[src/rtl/mmfe_pkg.sv]
// Shared types, constants and helpers for the motor motion frame encoder.
// Holds the per-model limit table and the restoring divider step.
// No dependencies.
package mmfe_pkg;

  // Code resolution and model count
  localparam int CODE_BITS   = 16;
  localparam int MODEL_COUNT = 7;

  // Divisor and numerator widths: numerator is value span times full scale
  localparam int DIV_W = 32;
  localparam int NUM_W = DIV_W + CODE_BITS;

  // Divider lanes, one per scaled value
  localparam int LANES    = 5;
  localparam int LANE_POS = 0;
  localparam int LANE_VEL = 1;
  localparam int LANE_TRQ = 2;
  localparam int LANE_KP  = 3;
  localparam int LANE_KD  = 4;

  // Configuration register indexes
  localparam int CFG_AW = 1;
  localparam logic [CFG_AW-1:0] REG_POSITION_LIMIT = 1'd0;
  localparam logic [CFG_AW-1:0] REG_MOTION_TYPE    = 1'd1;

  // Reset values of the configuration registers
  localparam logic [30:0] POSITION_LIMIT_RESET = 31'd823550;
  localparam logic [4:0]  MOTION_TYPE_RESET    = 5'd1;

  // Word widths on the stream ports
  localparam int IN_DATA_W  = 176;
  localparam int OUT_DATA_W = 96;

  // Per-model limits in Q16.16
  typedef struct packed {
    logic [31:0] vel;
    logic [31:0] trq;
    logic [31:0] kp;
    logic [31:0] kd;
  } limits_t;

  // One divider stage: partial remainder, remaining numerator / quotient bits, divisor
  typedef struct packed {
    logic [DIV_W-1:0]     rem;
    logic [CODE_BITS-1:0] bits;
    logic [DIV_W-1:0]     den;
  } div_state_t;

  // Look up the limits of one motor model
  function automatic limits_t model_limits(input logic [2:0] model);
    limits_t l;
    case (model)
      3'd0:    l = '{vel: 32'd2162688, trq: 32'd917504,  kp: 32'd32768000,  kd: 32'd327680};
      3'd1:    l = '{vel: 32'd2883584, trq: 32'd1114112, kp: 32'd32768000,  kd: 32'd327680};
      3'd2:    l = '{vel: 32'd2883584, trq: 32'd1114112, kp: 32'd32768000,  kd: 32'd327680};
      3'd3:    l = '{vel: 32'd1310720, trq: 32'd3932160, kp: 32'd327680000, kd: 32'd6553600};
      3'd4:    l = '{vel: 32'd983040,  trq: 32'd7864320, kp: 32'd327680000, kd: 32'd6553600};
      3'd5:    l = '{vel: 32'd3276800, trq: 32'd360448,  kp: 32'd32768000,  kd: 32'd327680};
      3'd6:    l = '{vel: 32'd3276800, trq: 32'd2359296, kp: 32'd327680000, kd: 32'd6553600};
      default: l = '{vel: 32'd0,       trq: 32'd0,       kp: 32'd0,         kd: 32'd0};
    endcase
    return l;
  endfunction

  // One restoring division step: bring in the next numerator bit, subtract if it fits
  function automatic div_state_t div_step(input div_state_t s);
    logic [DIV_W:0] t;
    div_state_t     r;
    r = s;
    t = {s.rem, s.bits[CODE_BITS-1]};
    if (t >= {1'b0, s.den}) begin
      r.rem  = DIV_W'(t - {1'b0, s.den});
      r.bits = {s.bits[CODE_BITS-2:0], 1'b1};
    end else begin
      r.rem  = t[DIV_W-1:0];
      r.bits = {s.bits[CODE_BITS-2:0], 1'b0};
    end
    return r;
  endfunction

endpackage

[src/rtl/mmfe_div_lane.sv]
// Pipelined restoring divider lane, one quotient bit per stage.
// Depends on mmfe_pkg for widths, the stage type and the step function.
module mmfe_div_lane (
  input  logic                           clk,
  input  logic [mmfe_pkg::CODE_BITS-1:0] adv,
  input  logic [mmfe_pkg::NUM_W-1:0]     num,
  input  logic [mmfe_pkg::DIV_W-1:0]     den,
  output logic [mmfe_pkg::CODE_BITS-1:0] quo
);
  import mmfe_pkg::*;

  div_state_t st [CODE_BITS];
  div_state_t init;

  // Split the numerator: high part starts the remainder, low part shifts in
  always_comb begin
    init.rem  = num[NUM_W-1:CODE_BITS];
    init.bits = num[CODE_BITS-1:0];
    init.den  = den;
  end

  // Advance each stage when the pipeline control lets it load
  for (genvar k = 0; k < CODE_BITS; k++) begin : g_stage
    if (k == 0) begin : g_first
      always_ff @(posedge clk) begin
        if (adv[k]) begin
          st[k] <= div_step(init);
        end
      end
    end else begin : g_rest
      always_ff @(posedge clk) begin
        if (adv[k]) begin
          st[k] <= div_step(st[k-1]);
        end
      end
    end
  end

  assign quo = st[CODE_BITS-1].bits;

endmodule

[config.mk]
export PLATFORM = sky130hd
export DESIGN_NAME = mmfe_div_lane
export DESIGN_NICKNAME = d
export VERILOG_FILES = /design/src/rtl/mmfe_pkg.sv /design/src/rtl/mmfe_div_lane.sv
export SDC_FILE = /design/constraint.sdc
export NUM_CORES = 2
export LEC_CHECK = 0
export ABC_AREA = 1
export BUFFER_PORTS_ARGS = -buffer_cell sky130_fd_sc_hd__buf_4
export CORE_MARGIN = 3
export CORE_UTILIZATION = 40
export DETAILED_ROUTE_END_ITERATION = 10
export PLACE_DENSITY = 0.56
export SLEW_MARGIN = 0
export SYNTH_ARGS = -nofsm -noshare
export SYNTH_HDL_FRONTEND = slang
export SYNTH_SLANG_ARGS = --single-unit
[constraint.sdc]
create_clock -name clk -period 2.8 [get_ports clk]
set_input_delay 0.28 -clock clk [delete_from_list [all_inputs] [get_ports clk]]
set_output_delay 0.28 -clock clk [all_outputs]
set_load 0.03 [all_outputs]
# [Yosys cells after proc, flatten, opt, wreduce, memory -nomap -nowiden]
# Memory sizes are Yosys's and may differ from the RTL's.
# Cells that the tools add are included.
[classes] n_addsub=16 n_lt_le_gt_ge=16 mux=64
[op_table] operator="2-to-1 mux 48 bit" count=32
[op_table] operator="greater-or-equal comparator 33 x 32 -> 1 bit" count=16
[op_table] operator="subtractor 32 bit" count=16
[op_table] operator="2-to-1 mux 1 bit" count=32
[totals] ff_bits=0 ram_bits=1280 inputBits=97 out_inout_bits=16 wordCells=97 n_memories=1
[memory_table] name="st" words=16 word_bits=80 rd=16 rd_ports_with_merged_regs=0 write_ports=16 line="mmfe_div_lane.sv:12" text="div_state_t st [CODE_BITS];"

# [Depth between registers and ports, before layout]
[depth] ltp_word=3 depth_mapped=16 mapped_depth_nobuf=15

# [Least setup slack after synthesis]
# Ideal clock, no wire load.
[synth_path] kind="reg2reg" startpoint="mem st[1][371] (netlist name)" endpoint="mem st[1][470] (netlist name), data pin" setup_time_ps=252 t_arrival_ps=1724 t_required_ps=2548 path_slack_ps=823 path_stages_with_launch=14 n_path_buf=1 period_less_slack_ps=1977 path_cell_list="edfxtp_1 -> ha_1 -> nand2_1 -> nand2_1 -> nand3b_2 -> nand2_2 -> nand2_2 -> nand2_2 -> nand2_2 -> nand2_4 -> nand2_4 -> buf_6 -> nand2_1 -> nand2_1"
[synth_rtl] element="start, declared" line="mmfe_div_lane.sv:12"

==> run metrics <==
Yosys cell types 35; routed len/inst a little over 20 um; worst skew pair latency just over 800 ps; fin util 0.465; Async S/R FF share, synth 0; Primary FF master, synth edfxtp_1; # setup viols final 0; clock share of power 0.179; Clock Tree Buf Depth 3; GR Overflow Total 0; fmax ~360 MHz; commonest cells after routing, fill and taps aside 4326 x nand2_1, 2340 x inv_1, 1216 x edfxtp_1; part of the power in registers 0.296; CP startpoint kind register; initial antenna violation count 13; final antenna-violating net count 0; Biggest register st; Slew @ Worst Pin between 800 and 900 ps; met1 wire length roughly 140000 um; fill count around 21k; total routed wirelength 302000 um; area of the multi-input gates approximately 38000 sq um; relative slew slack 0.400; clock root buffer clkbuf_16; Area growth syn-to-layout 15.3%; Synth Warn # 0; min Tclk post-route 2740 ps; total area of sequential cells 36500 sq um; Die ar. about 220000 sq um; pin count of the biggest net entering global routing 70; met3 wire len approximately 17000 um; Internal Dissipation about 0.056 W; max reg flops roughly 1.2k; Ports 113; CTS clock-pin slew for the worst setup and hold paths around 60 ps; Sw Share 0.467; met2 WL roughly 140000 um; Overall Global Routing Usage 0.275; Max IR drop VDD 728 uV; worst hold path class in -> reg; crit-path cells inv_1, ha_1, nand2_1, nor2_1, nand2_1, inv_1, nand2_1, nor2_1, nor2_2, buf_4, nand3_1, nand2_1; DR vias/cell about 4.9; Initial Util 0.404; setup ws final 59.6 ps; fin. max-slew vios 0; CTS buffer count around 150; Site Rows ~170; Sink Count approximately 1.2k; Remaining DRCs 0; EDFF count, synth ~1.2k; NetSw just under 0.05 W; maximum fanout along the worst path 17; top sig layer met5; die width between 400 and 500 um; WP data arrival 3240 ps; pre-CTS setup slack -32.3 ps; CTS tree built; CORE AREA a little over 200000 sq um; Seq/Total Area, Yosys 0.435; Worst Path Required between 3000 and 4000 ps; via count 73.0k; outcome finished clean; syn avg cell area between 7 and 8 sq um; NumNets Final between 10k and 15k; first-pass GRT wire length roughly 440000 um; Crit Path Class reg -> reg; Worst Setup End Kind register; Fin Setup TNS 0 ps; final hold violation count 0; Post-DP HPWL about 250000 um; ratio of final minimum period to clock period 0.979; clk_skew 56.9 ps; top flop regs st: 1216 flops; Syn Std Cell Area 83800 sq um; share of cells above drive strength 1 0.0831; pwr/cell area 1080 nW/um^2; commonest non-fill, non-tap cell in the layout nand2_1; Most common cell on crit path nand2_1; Max-Cap Viols 0; H-tree Lvls 4; combinational share of power 0.525; port bufs 112; gpl congestion a little under 1; Critical Path Max Stage Delay 520 ps; #FFs+latches synth ~1.2k; Initial DRC Count 6281; syn_nets 11.9k; vias in the first global route between 60k and 70k; DIE HEIGHT approximately 460 um; Synth Instances between 10k and 15k; Static Leakage between 50 and 60 nW; CP max stage cell edfxtp_1; First-pass DRT Iterations 6
==> synth_stat cells, types with 6 or more instances <==
cell,n,area share
o21bai_1,21,0.0019
a21oi_1,306,0.018
nand3_2,54,0.0064
xnor2_1,19,0.0020
nor3_1,118,0.0070
inv_2,9,0.00040
nand4_1,47,0.0035
nor3_2,9,0.0011
buf_4,16,0.0014
buf_2,93,0.0056
nand3_1,922,0.055
xor2_1,192,0.020
buf_6,43,0.0058
and2_1,72,0.0054
nand2_2,47,0.0035
nand3b_2,6,0.00081
fa_1,15,0.0036
nand2_4,19,0.0026
edfxtp_1,1216,0.44
ha_1,512,0.076
nor2_1,620,0.028
nand2_1,4328,0.19
o21ai_0,27,0.0016
nor2_2,39,0.0029
nor2_4,7,0.00094
nand3b_1,105,0.0094
inv_1,2340,0.10
or2_2,7,0.00052
==> power groups by stage <==
| stage | registers (W) | logic, W | clock network (W) |
|---|---|---|---|
| after floorplan | 0.0282 | 0.0359 | 0 |
| after global placement | 0.0311 | 0.0538 | 0 |
| after detailed placement | 0.0311 | 0.0537 | 0 |
| after CTS | 0.0308 | 0.0541 | 0.0192 |
| after global routing | 0.0310 | 0.0612 | 0.0200 |
| final | 0.0309 | 0.0548 | 0.0187 |
==> critical path: cells and delay by family (launching register included) <==
kind	cells	cell delay, ps
flip-flops	1	520
buffers and inverters	3	360
AND/OR/NAND/NOR	8	1170
adder cells (fa/ha/maj)	1	350
==> cells by family (layout without fill, tap and decap cells) <==
| logic type | after synthesis | after routing | share of synthesized area |
|---|---|---|---|
| xor gates and xnor gates | 211 | 211 | 0.0220 |
| buffers and inverters | 2506 | 3247 | 0.118 |
| DFF | 1216 | 1216 | 0.435 |
| and+or+nand+nor | 6406 | 6406 | 0.322 |
| other | 0 | 6 | 0 |
| AOI/OAI and AO/OA | 364 | 364 | 0.0225 |
| adders and majority gates | 527 | 527 | 0.0800 |
==> through the flow <==
stage | hold WS (ps) | instances | total power [W] | instance area [sq um]
2_1_floorplan | 379 | 11200 | 0.0641 | 83800
3_5_place_dp | 405 | 14400 | 0.0848 | 90600
3_3_place_gp | 401 | 14400 | 0.0849 | 90600
6_report | 95.1 | 14800 | 0.104 | 96700
5_1_grt | 52.9 | 14800 | 0.112 | 96700
4_1_cts | 44.5 | 14700 | 0.104 | 96300
==> repair_timing <==
item	CTS	global route
gates resized for setup	2	35
gates cloned	0	0
setup endpoints to repair	6	158
hold buffers	93	0
setup buffers	1	34
pin swaps	0	3
hold endpoints to repair	332	0
==> final timing paths <==
path,start,endpoint,slack [ps],depth (start not counted)
worst max register to register,st[0][414],st[0][535],60,12
worst max-delay path,st[0][414],st[0][535],60,12
worst min-delay path,adv[4],st[0][367],100,1
worst min register to register,st[0][195],st[0][276],410,0
==> metal layers <==
layer | global-route usage | vias to the layer above
li1 | - | 36300
met3 | 0.0343 | 427
met1 | 0.377 | 34000
met5 | 0 | -
met4 | 0.0923 | 8
met2 | 0.448 | 2212
==> final cells by class <==
cell class	instances	share of cell area
Tap cell	2788	0.0361
Clock inverter	99	0.0103
Antenna cell	6	0.000155
Inverter	2349	0.0912
Multi-Input combinational cell	7508	0.388
Clock buffer	166	0.0386
Timing Repair Buffer	633	0.0578
Sequential cell	1216	0.378
(Power assumes the default switching activity.)
